[src/rtl/tbna_pkg.sv]
// tbna_pkg: shared types and constants for the two-bit-weight neuron accumulator
// item structs for the request and result channels, reset values of the tracked state
// no dependencies
`default_nettype none

package tbna_pkg;

   localparam int ActWidth = 8;
   localparam int AccWidth = 16;
   localparam int SumWidth = 10;
   localparam int NumLanes = 4;
   localparam int ValueLsb = 3;

   localparam logic [7:0] BestScoreReset = 8'h81;
   localparam logic [7:0] BestIndexReset = 8'd127;

   typedef struct packed {
      logic [7:0]        weight_byte;
      logic signed [7:0] act_a;
      logic signed [7:0] act_b;
      logic signed [7:0] act_c;
      logic signed [7:0] act_d;
      logic              neuron_done;
      logic              layer_done;
   } req_type;

   typedef struct packed {
      logic [6:0] neuron_value;
      logic [7:0] neuron_number;
      logic       layer_end;
      logic [7:0] best_class;
   } rsp_type;

endpackage

`default_nettype wire

[src/rtl/tbna_terms.sv]
// tbna_terms: forms the four weighted activations of one item and their sum
// each weight pair's low bit doubles and high bit negates its activation, with 8-bit wrap
// depends on tbna_pkg
`default_nettype none

module tbna_terms (
   input  var tbna_pkg::req_type                     item,
   output logic signed [tbna_pkg::SumWidth-1:0]      term_sum
);
   import tbna_pkg::*;

   logic [ActWidth-1:0]        act_lane [NumLanes];
   logic [1:0]                 wbits    [NumLanes];
   logic [ActWidth-1:0]        dbl      [NumLanes];
   logic [ActWidth-1:0]        neg      [NumLanes];
   logic signed [SumWidth-1:0] ext      [NumLanes];

   assign act_lane[0] = item.act_a;
   assign act_lane[1] = item.act_b;
   assign act_lane[2] = item.act_c;
   assign act_lane[3] = item.act_d;

   always_comb begin
      for (int i = 0; i < NumLanes; i++) begin
         wbits[i] = item.weight_byte[2*(NumLanes-1-i) +: 2];
         dbl[i]   = wbits[i][0] ? {act_lane[i][ActWidth-2:0], 1'b0} : act_lane[i];
         neg[i]   = wbits[i][1] ? ActWidth'(-dbl[i]) : dbl[i];
         ext[i]   = SumWidth'($signed(neg[i]));
      end
   end

   assign term_sum = (ext[0] + ext[1]) + (ext[2] + ext[3]);

endmodule

`default_nettype wire

[src/rtl/tbna_core.sv]
// tbna_core: neuron accumulator, neuron counter and per-layer argmax tracker
// builds the result item for the item that closes a neuron
// depends on tbna_pkg
`default_nettype none

module tbna_core (
   input  logic                                 clock,
   input  logic                                 reset,
   input  logic                                 step,
   input  var tbna_pkg::req_type                item,
   input  logic signed [tbna_pkg::SumWidth-1:0] term_sum,
   output tbna_pkg::rsp_type                    result
);
   import tbna_pkg::*;

   logic [AccWidth-1:0] acc_ff, acc_in;
   logic [7:0]          counter_ff, counter_in;
   logic [7:0]          best_score_ff, best_score_in;
   logic [7:0]          best_index_ff, best_index_in;
   logic [AccWidth-1:0] acc_next;
   logic [7:0]          mid;
   logic [7:0]          low;
   logic                better;
   logic [7:0]          idx_now;

   assign acc_next = acc_ff + AccWidth'(term_sum);
   assign mid      = acc_next[ValueLsb +: 8];
   assign low      = acc_next[7:0];
   assign better   = $signed(low) > $signed(best_score_ff);
   assign idx_now  = better ? counter_ff : best_index_ff;

   assign result.neuron_value  = mid[7] ? 7'd0 : mid[6:0];
   assign result.neuron_number = counter_ff;
   assign result.layer_end     = item.layer_done;
   assign result.best_class    = idx_now;

   always_comb begin
      acc_in        = acc_ff;
      counter_in    = counter_ff;
      best_score_in = best_score_ff;
      best_index_in = best_index_ff;
      if (step) begin
         if (!item.neuron_done) begin
            acc_in = acc_next;
         end else if (item.layer_done) begin
            acc_in        = '0;
            counter_in    = '0;
            best_score_in = BestScoreReset;
            best_index_in = BestIndexReset;
         end else begin
            acc_in        = '0;
            counter_in    = counter_ff + 8'd1;
            best_score_in = better ? low : best_score_ff;
            best_index_in = idx_now;
         end
      end
   end

   always_ff @(posedge clock) begin
      if (reset) begin
         acc_ff        <= '0;
         counter_ff    <= '0;
         best_score_ff <= BestScoreReset;
         best_index_ff <= BestIndexReset;
      end else begin
         acc_ff        <= acc_in;
         counter_ff    <= counter_in;
         best_score_ff <= best_score_in;
         best_index_ff <= best_index_in;
      end
   end

   a_acc_clear: assert property (@(posedge clock) disable iff (reset)
      step && item.neuron_done |=> acc_ff == '0)
      else $error("accumulator not cleared after neuron end");

   a_layer_restart: assert property (@(posedge clock) disable iff (reset)
      step && item.neuron_done && item.layer_done |=>
         counter_ff == '0 && best_index_ff == BestIndexReset &&
         best_score_ff == BestScoreReset)
      else $error("layer state not restarted");

   a_best_consistent: assert property (@(posedge clock) disable iff (reset)
      best_index_ff != BestIndexReset |-> $signed(best_score_ff) > $signed(BestScoreReset))
      else $error("best index set without a winning score");

endmodule

`default_nettype wire

[src/rtl/two_bit_weight_neuron_accumulator.sv]
// two_bit_weight_neuron_accumulator: top level, input register, result register
// instantiates tbna_terms and tbna_core, depends on tbna_pkg
//
// usage
//   req channel: one item per weight byte with four signed activations; neuron_done
//   marks the last byte of a neuron, layer_done with it marks the last neuron
//   rsp channel: one item per finished neuron with its clamped value, its number,
//   the layer end flag and the best neuron index so far in the layer
//   path: an item is registered in the input register at acceptance, and its
//   result is registered in the result register, which drives rsp
//   throughput: one item per cycle unless an item that closes a neuron stalls, with
//   the four terms added combinationally into the accumulator
//   stall: while a result waits on rsp_ready, items that close no neuron keep
//   flowing; the next item that closes a neuron holds in the input register
//   and blocks req until the result register frees
//   reset: accumulator and neuron count clear, best score goes to -127 and best
//   index to 127, both registers empty
`default_nettype none

module two_bit_weight_neuron_accumulator (
   input  logic              clock,
   input  logic              reset,
   input  logic              req_valid,
   output logic              req_ready,
   input  var tbna_pkg::req_type req_item,
   output logic              rsp_valid,
   input  logic              rsp_ready,
   output tbna_pkg::rsp_type rsp_item
);
   import tbna_pkg::*;

   logic                       s1_valid_ff, s1_valid_in;
   req_type                    s1_item_ff, s1_item_in;
   logic                       rsp_valid_ff, rsp_valid_in;
   rsp_type                    rsp_item_ff, rsp_item_in;
   logic                       out_free;
   logic                       s1_fire;
   logic                       emit;
   logic signed [SumWidth-1:0] term_sum;
   rsp_type                    result;

   tbna_terms u_terms (
      .item     (s1_item_ff),
      .term_sum (term_sum)
   );

   tbna_core u_core (
      .clock    (clock),
      .reset    (reset),
      .step     (s1_fire),
      .item     (s1_item_ff),
      .term_sum (term_sum),
      .result   (result)
   );

   assign out_free  = !rsp_valid_ff || rsp_ready;
   assign s1_fire   = s1_valid_ff && (!s1_item_ff.neuron_done || out_free);
   assign emit      = s1_fire && s1_item_ff.neuron_done;
   assign req_ready = !s1_valid_ff || s1_fire;

   always_comb begin
      s1_valid_in = s1_valid_ff;
      s1_item_in  = s1_item_ff;
      if (req_ready) begin
         s1_valid_in = req_valid;
         s1_item_in  = req_item;
      end
      rsp_item_in = rsp_item_ff;
      if (emit) begin
         rsp_valid_in = 1'b1;
         rsp_item_in  = result;
      end else if (rsp_ready) begin
         rsp_valid_in = 1'b0;
      end else begin
         rsp_valid_in = rsp_valid_ff;
      end
   end

   always_ff @(posedge clock) begin
      if (reset) begin
         s1_valid_ff  <= 1'b0;
         rsp_valid_ff <= 1'b0;
      end else begin
         s1_valid_ff  <= s1_valid_in;
         rsp_valid_ff <= rsp_valid_in;
      end
      s1_item_ff  <= s1_item_in;
      rsp_item_ff <= rsp_item_in;
   end

   assign rsp_valid = rsp_valid_ff;
   assign rsp_item  = rsp_item_ff;

   a_s1_hold: assert property (@(posedge clock) disable iff (reset)
      s1_valid_ff && !s1_fire |=> s1_valid_ff && $stable(s1_item_ff))
      else $error("held input item lost or changed");

   a_emit_shown: assert property (@(posedge clock) disable iff (reset)
      emit |=> rsp_valid_ff)
      else $error("result not shown after neuron end");

   a_emit_free: assert property (@(posedge clock) disable iff (reset)
      emit |-> out_free)
      else $error("result register overwritten while stalled");

endmodule

`default_nettype wire

[config.mk]
export PLATFORM = sky130hd
export DESIGN_NAME = two_bit_weight_neuron_accumulator
export DESIGN_NICKNAME = d
export VERILOG_FILES = /design/src/rtl/tbna_pkg.sv /design/src/rtl/tbna_terms.sv /design/src/rtl/tbna_core.sv /design/src/rtl/two_bit_weight_neuron_accumulator.sv
export SDC_FILE = /design/constraint.sdc
export NUM_CORES = 1
export LEC_CHECK = 0
export ABC_AREA = 1
export BUFFER_PORTS_ARGS = -buffer_cell sky130_fd_sc_hd__buf_2
export CORE_UTILIZATION = 30
export DETAILED_ROUTE_END_ITERATION = 7
export PLACE_DENSITY = 0.43
export SETUP_SLACK_MARGIN = 0.02
export SKIP_CTS_REPAIR_TIMING = 1
export SKIP_LAST_GASP = 1
export SLEW_MARGIN = 20
export SYNTH_ARGS = -nofsm -noshare
export SYNTH_HDL_FRONTEND = slang
export SYNTH_SLANG_ARGS = --single-unit
[constraint.sdc]
create_clock -name clock -period 12.1 [get_ports clock]
set_input_delay 1.21 -clock clock [delete_from_list [all_inputs] [get_ports clock]]
set_output_delay 1.21 -clock clock [all_outputs]
set_load 0.02 [all_outputs]
# Word-level counts from Yosys, hierarchy flattened

Cells that the tools add are included.

Register bits after elaboration: 108
Input bits: 46
Output and inout bits: 26
Logic and storage cells: 55

Add/subtract/negate cells: 9
$lt $le $gt $ge: 1
Multiplexer cells: 16
Reduce and logical (&&, ||, !) cells: 12

Operator list:

| kind                | count |
|---|---|
| $mux 8              | 13 |
| $neg 8->8           | 4 |
| $add 8x8->9         | 2 |
| $add 16x16->16      | 1 |
| $mux 16             | 1 |
| $add 10x10->10      | 1 |
| $add 8x1->8 const B | 1 |
| $gt 8x8->1          | 1 |
| $reduce_bool 2->1   | 2 |
| $logic_not 1->1     | 3 |
| $logic_or 1x1->1    | 3 |
| $reduce_and 3->1    | 1 |
| $logic_and 1x1->1   | 2 |
| $mux 1              | 2 |
| $reduce_and 2->1    | 1 |

# Logic depth before layout (Yosys ltp)

Depth after elaboration: 9
Mapped depth: 37
Mapped depth without buffers: 37

# By module

From an unflattened synthesis, not the netlist that was laid out.

Cell total of the unflattened synthesis: 755
Area total of the unflattened synthesis: 6,276.0 µm²

Modules (own cells, without submodules):

| module                            | instances | cells each | area an instance (µm²) | sequential area each (µm²) |
|---|---|---|---|---|
| tbna_core                         | 1         | 322        | 2,263.4                | 700.7 |
| two_bit_weight_neuron_accumulator | 1         | 83         | 2,095.8                | 2,021.9 |
| tbna_terms                        | 1         | 350        | 1,916.8                | 0.0 |

# Least setup slack after synthesis

No wires, ideal clock.

Path kind: flip-flop to flip-flop
From: register s1_item_ff[38] in the netlist's numbering
To: register rsp_item_ff, in the netlist rsp_item[7] (data pin)
Setup time: 255 ps
Arrival time: 5,089 ps
Required time: 11,845 ps
Slack: 6,757 ps
Stages on the path, launching flop included: 36
Path buffers: 2
Period minus slack after synthesis: 5,343 ps
Path through: edfxtp_1 -> buf_2 -> nand2_1 -> o21ai_0 -> ha_1 -> nor2_1 -> xor2_1 -> inv_1 -> ha_1 -> nand2_1 -> o21ai_1 -> xnor2_1 -> inv_1 -> ha_1 -> a21oi_1 -> nand2_1 -> nand2_1 -> nand2_1 -> a21oi_1 -> xor2_1 -> inv_1 -> ha_1 -> nand2_1 -> nand2_1 -> nor2_1 -> nand3_1 -> nand2_1 -> inv_1 -> ha_1 -> inv_1 -> nor4_1 -> a21oi_1 -> nand2_1 -> buf_2 -> nand2_1 -> and2_1

RTL lines:

| item                   | line                                    | source |
|---|---|---|
| from (decl)            | two_bit_weight_neuron_accumulator.sv:33 | `req_type s1_item_ff, s1_item_in;` |
| from (signal assigned) | two_bit_weight_neuron_accumulator.sv:87 | `s1_item_ff <= s1_item_in;` |
| to (signal assigned)   | two_bit_weight_neuron_accumulator.sv:88 | `rsp_item_ff <= rsp_item_in;` |
| to (decl)              | two_bit_weight_neuron_accumulator.sv:35 | `rsp_type rsp_item_ff, rsp_item_in;` |

# Worst setup path after layout

From: register s1_item_ff[40] in the netlist's numbering
To: register u_core.best_score_ff[4]

Longest elaborated chain between the ends: 9
Elaborated cells on any way between the ends: 11
Those cells by class: add/sub (4); order compare (1); mux (4); reduce/logical (2)

RTL lines:

| item                                 | line             | source |
|---|---|---|
| $mux 8 *                             | tbna_terms.sv:26 | `dbl[i] = wbits[i][0] ? {act_lane[i][ActWidth-2:0], 1'b0} : act_lane[i];` |
| $neg 8->8                            | tbna_terms.sv:27 | `neg[i] = wbits[i][1] ? ActWidth'(-dbl[i]) : dbl[i];` |
| $mux 8 *                             | tbna_terms.sv:27 |  |
| $add 8x8->9 *                        | tbna_terms.sv:32 | `assign term_sum = (ext[0] + ext[1]) + (ext[2] + ext[3]);` |
| $add 10x10->10 *                     | tbna_terms.sv:32 |  |
| $add 16x16->16 *                     | tbna_core.sv:26  | `assign acc_next = acc_ff + AccWidth'(term_sum);` |
| named net u_core.acc_next[7]         | tbna_core.sv:20  | `logic [AccWidth-1:0] acc_next;` |
| $gt 8x8->1 *                         | tbna_core.sv:29  | `assign better = $signed(low) > $signed(best_score_ff);` |
| $reduce_bool 2->1 (no source line) * | -                |  |
| $reduce_and 3->1 (no source line) *  | -                |  |
| to (signal assigned)                 | tbna_core.sv:63  | `best_score_ff <= BestScoreReset;` |
| to (signal assigned)                 | tbna_core.sv:68  | `best_score_ff <= best_score_in;` |
| to (decl)                            | tbna_core.sv:18  | `logic [7:0] best_score_ff, best_score_in;` |

The timed path passes the listed nets; every way through them passes the cells marked *. The select of a mux whose other input is x is not followed.
A chain may end at the register's enable or synchronous reset.

==> impl_metrics.env <==
export IMPL_ant_nets=0
export IMPL_critical_path_required_ps=12380
export IMPL_skew_ps=15.96
export IMPL_worstHoldStart="u_core.counter_ff[7]"
export IMPL_multi_input_area_sq_um=3053
export IMPL_final_common_cell="nand2_1"
export IMPL_grt_util_all_layers=0.1245
export IMPL_cts_inserted_buffers=9
export IMPL_fin_crit_sh=0.5103
export IMPL_crit_family="simple AND/OR/NAND/NOR gates"
export IMPL_drt_total_wl_um=12770
export IMPL_die_w_um=147.1
export IMPL_num_nets_final=920
export IMPL_fin_hold_ws_ps=444.6
export IMPL_gr_total_overflow=0
export IMPL_maxSlewHeadroom=0.3877
export IMPL_synth_warnings=0
export IMPL_dieArea_sq_um=21650
export IMPL_dr_first_iter_drc_count=199
export IMPL_drv_slew=0
export IMPL_grt_pass1_vias=4691
export IMPL_vias=4836
export IMPL_via_per_inst=4.400
export IMPL_row_count=52
export IMPL_leakage_nw=3.327
export IMPL_io_buffers=71
export IMPL_endpoint_kind="register"
export IMPL_tightestPinTransition_ps=915.1
export IMPL_synth_area_sq_um=6319
export IMPL_route_detailed_drc=0
export IMPL_clkTransAtPathRegs_ps=90
export IMPL_start_util=0.3093
export IMPL_hpwl_um=10000
export IMPL_crit_top_cell="nand2_1"
export IMPL_coreArea_sq_um=20430
export IMPL_cp_buffers_inverters=6
export IMPL_cpMaxStageDelayCell="edfxtp_1"
export IMPL_first_pass_iters=4
export IMPL_synth_top_cell_area_share=0.3137
export IMPL_setup_viol=0
export IMPL_synth_area_leaders="edfxtp_1 31%, dfxtp_1 12%, nand2_1 9.8%"
export IMPL_rsz0062_at_grt="false"
export IMPL_power_density_nw_per_um2=294.3
export IMPL_yosys_cell_types_count=43
export IMPL_die_y_um=147.1
export IMPL_start_kind="register"
export IMPL_seq_area_sq_um=2723
export IMPL_power_mw=2.143
export IMPL_setup_tns_ps=0
export IMPL_fin_crit_ps=6175
export IMPL_cts_root_buf="clkbuf_16"
export IMPL_critPathKind="register to register"
export IMPL_clock_latency_ps=360
export IMPL_peakVddDrop_mv=0.1295
export IMPL_gp_congestion=0.8720
export IMPL_drive_gt1_frac=0.1448
export IMPL_insertedDiodeCount=0
export IMPL_routedWlPerCell_um=11.62
export IMPL_final_util=0.3563
export IMPL_cts_sinks=103
export IMPL_fillCellCount=2120
export IMPL_syn_avg_cell_area_sq_um=8.391
export IMPL_layout_common_cells="165 x nand2_1, 127 x inv_1, 71 x buf_2"
export IMPL_r2r_start="s1_item_ff[40]"
export IMPL_area_growth_pct=15.21
export IMPL_syn_nets=849
export IMPL_postSynthRegisterBits=103
export IMPL_hp_class="register to register"
export IMPL_cts_tree="built"
export IMPL_ys_seq_area_frac=0.4309
export IMPL_grt_max_degree=45
export IMPL_path_max_fanout=16
export IMPL_critical_path_startpoint="s1_item_ff[40]"
export IMPL_slowest_delay_ps=550
export IMPL_yosysTopAreaCell="edfxtp_1"
export IMPL_cap_violations=0
export IMPL_syn_inst=753
export IMPL_grt_pass1_wl_um=21540
export IMPL_cp_arrival_ps=6450
export IMPL_timing_fmax_mhz=161.9
export IMPL_cts_max_level=3
export IMPL_status="complete, no violations"
export IMPL_cts_buffer_depth=2
export IMPL_pin_count=72
export IMPL_hold_viol=0
export IMPL_antenna_found_initial=0
==> area by class of cell <==
type,count,share of cell area
Clock buffer,9,0.03094
Clock inverter,7,0.01289
Inverter,129,0.06652
Multi-Input combinational cell,509,0.4194
Sequential cell,103,0.3740
Tap cell,270,0.04641
Timing Repair Buffer,72,0.04985
==> metal layers <==
layer,share of wire,track usage,up-vias,wire [um]
li1,-,-,2599,-
met1,0.47,0.1531,2153,6001
met2,0.48,0.2160,72,6132
met3,0.036,0.02329,12,461
met4,0.014,0.04485,0,174
met5,0,0,-,0
==> stage by stage <==
| step | cell area, sq um | setup slack [ps] | cells |
|---|---|---|---|
| floorplan | 6319 | 6757 | 753 |
| detailed placement | 6960 | 5841 | 1083 |
| global route | 7279 | 5017 | 1099 |
| global placement | 6960 | 5885 | 1083 |
| CTS | 7279 | 5807 | 1099 |
| finish | 7279 | 5925 | 1099 |
==> synthesized netlist by cell type, drive strengths merged <==
cell,count
edfxtp,66
nor3b,1
mux2i,2
xnor2,16
a21o,1
o211ai,5
a21oi,61
dfxtp,37
nand3,32
or2,2
nand3b,1
ha,46
xor2,33
clkbuf,4
nand4,5
inv,129
mux2,1
fa,4
nor2,42
buf,8
nor3,7
nor4,3
nand2,172
o21a,3
a21boi,2
a31oi,4
and2,2
o21bai,3
o21ai,61
==> cell families (layout without fill, tap and decap cells) <==
group           Yosys count  count (layout)  synth area share
simple gates            267             267            0.1855
compound gates          140             140            0.1202
flops                   103             103            0.4309
xor+xnor                 49              49           0.06792
mux                       3               3          0.004950
buf+inv                 141             217           0.08673
fa+ha+maj                50              50            0.1038
==> worst paths after layout <==
path              depth (start not counted)                 endpoint  slack [ps]
setup / recovery                         34  u_core.best_score_ff[4]        5920
hold reg to reg                           0             rsp_item[16]         440
setup reg to reg                         34  u_core.best_score_ff[4]        5920
hold / removal                            0             rsp_item[16]         440
==> flip-flops by register name (all words and copies together) (netlist names) <==
signal / flops
rsp_item: 24
rsp_valid: 1
s1_item_ff: 42
s1_valid_ff: 1
u_core.acc_ff: 11
u_core.best_index_ff: 8
u_core.best_score_ff: 8
u_core.counter_ff: 8
==> worst reg2reg max path, delay by kind of cell, from the launching register on <==
family                   cells  cell delay (ps)
XOR/XNOR                     3              450
buffers and inverters        6              450
flip-flops                   1              550
adder cells (fa/ha/maj)      5             1510
AND/OR/NAND/NOR             15             2140
AO/OA/AOI/OAI                5              990
==> power by group <==
part           internal [mW]  leakage, nW  switching, mW  total, mW
combinational          0.470         2.20          0.861       1.33
clock                  0.150        0.154          0.155      0.305
sequential             0.483        0.972         0.0246      0.507
(Power assumes the default switching activity.)
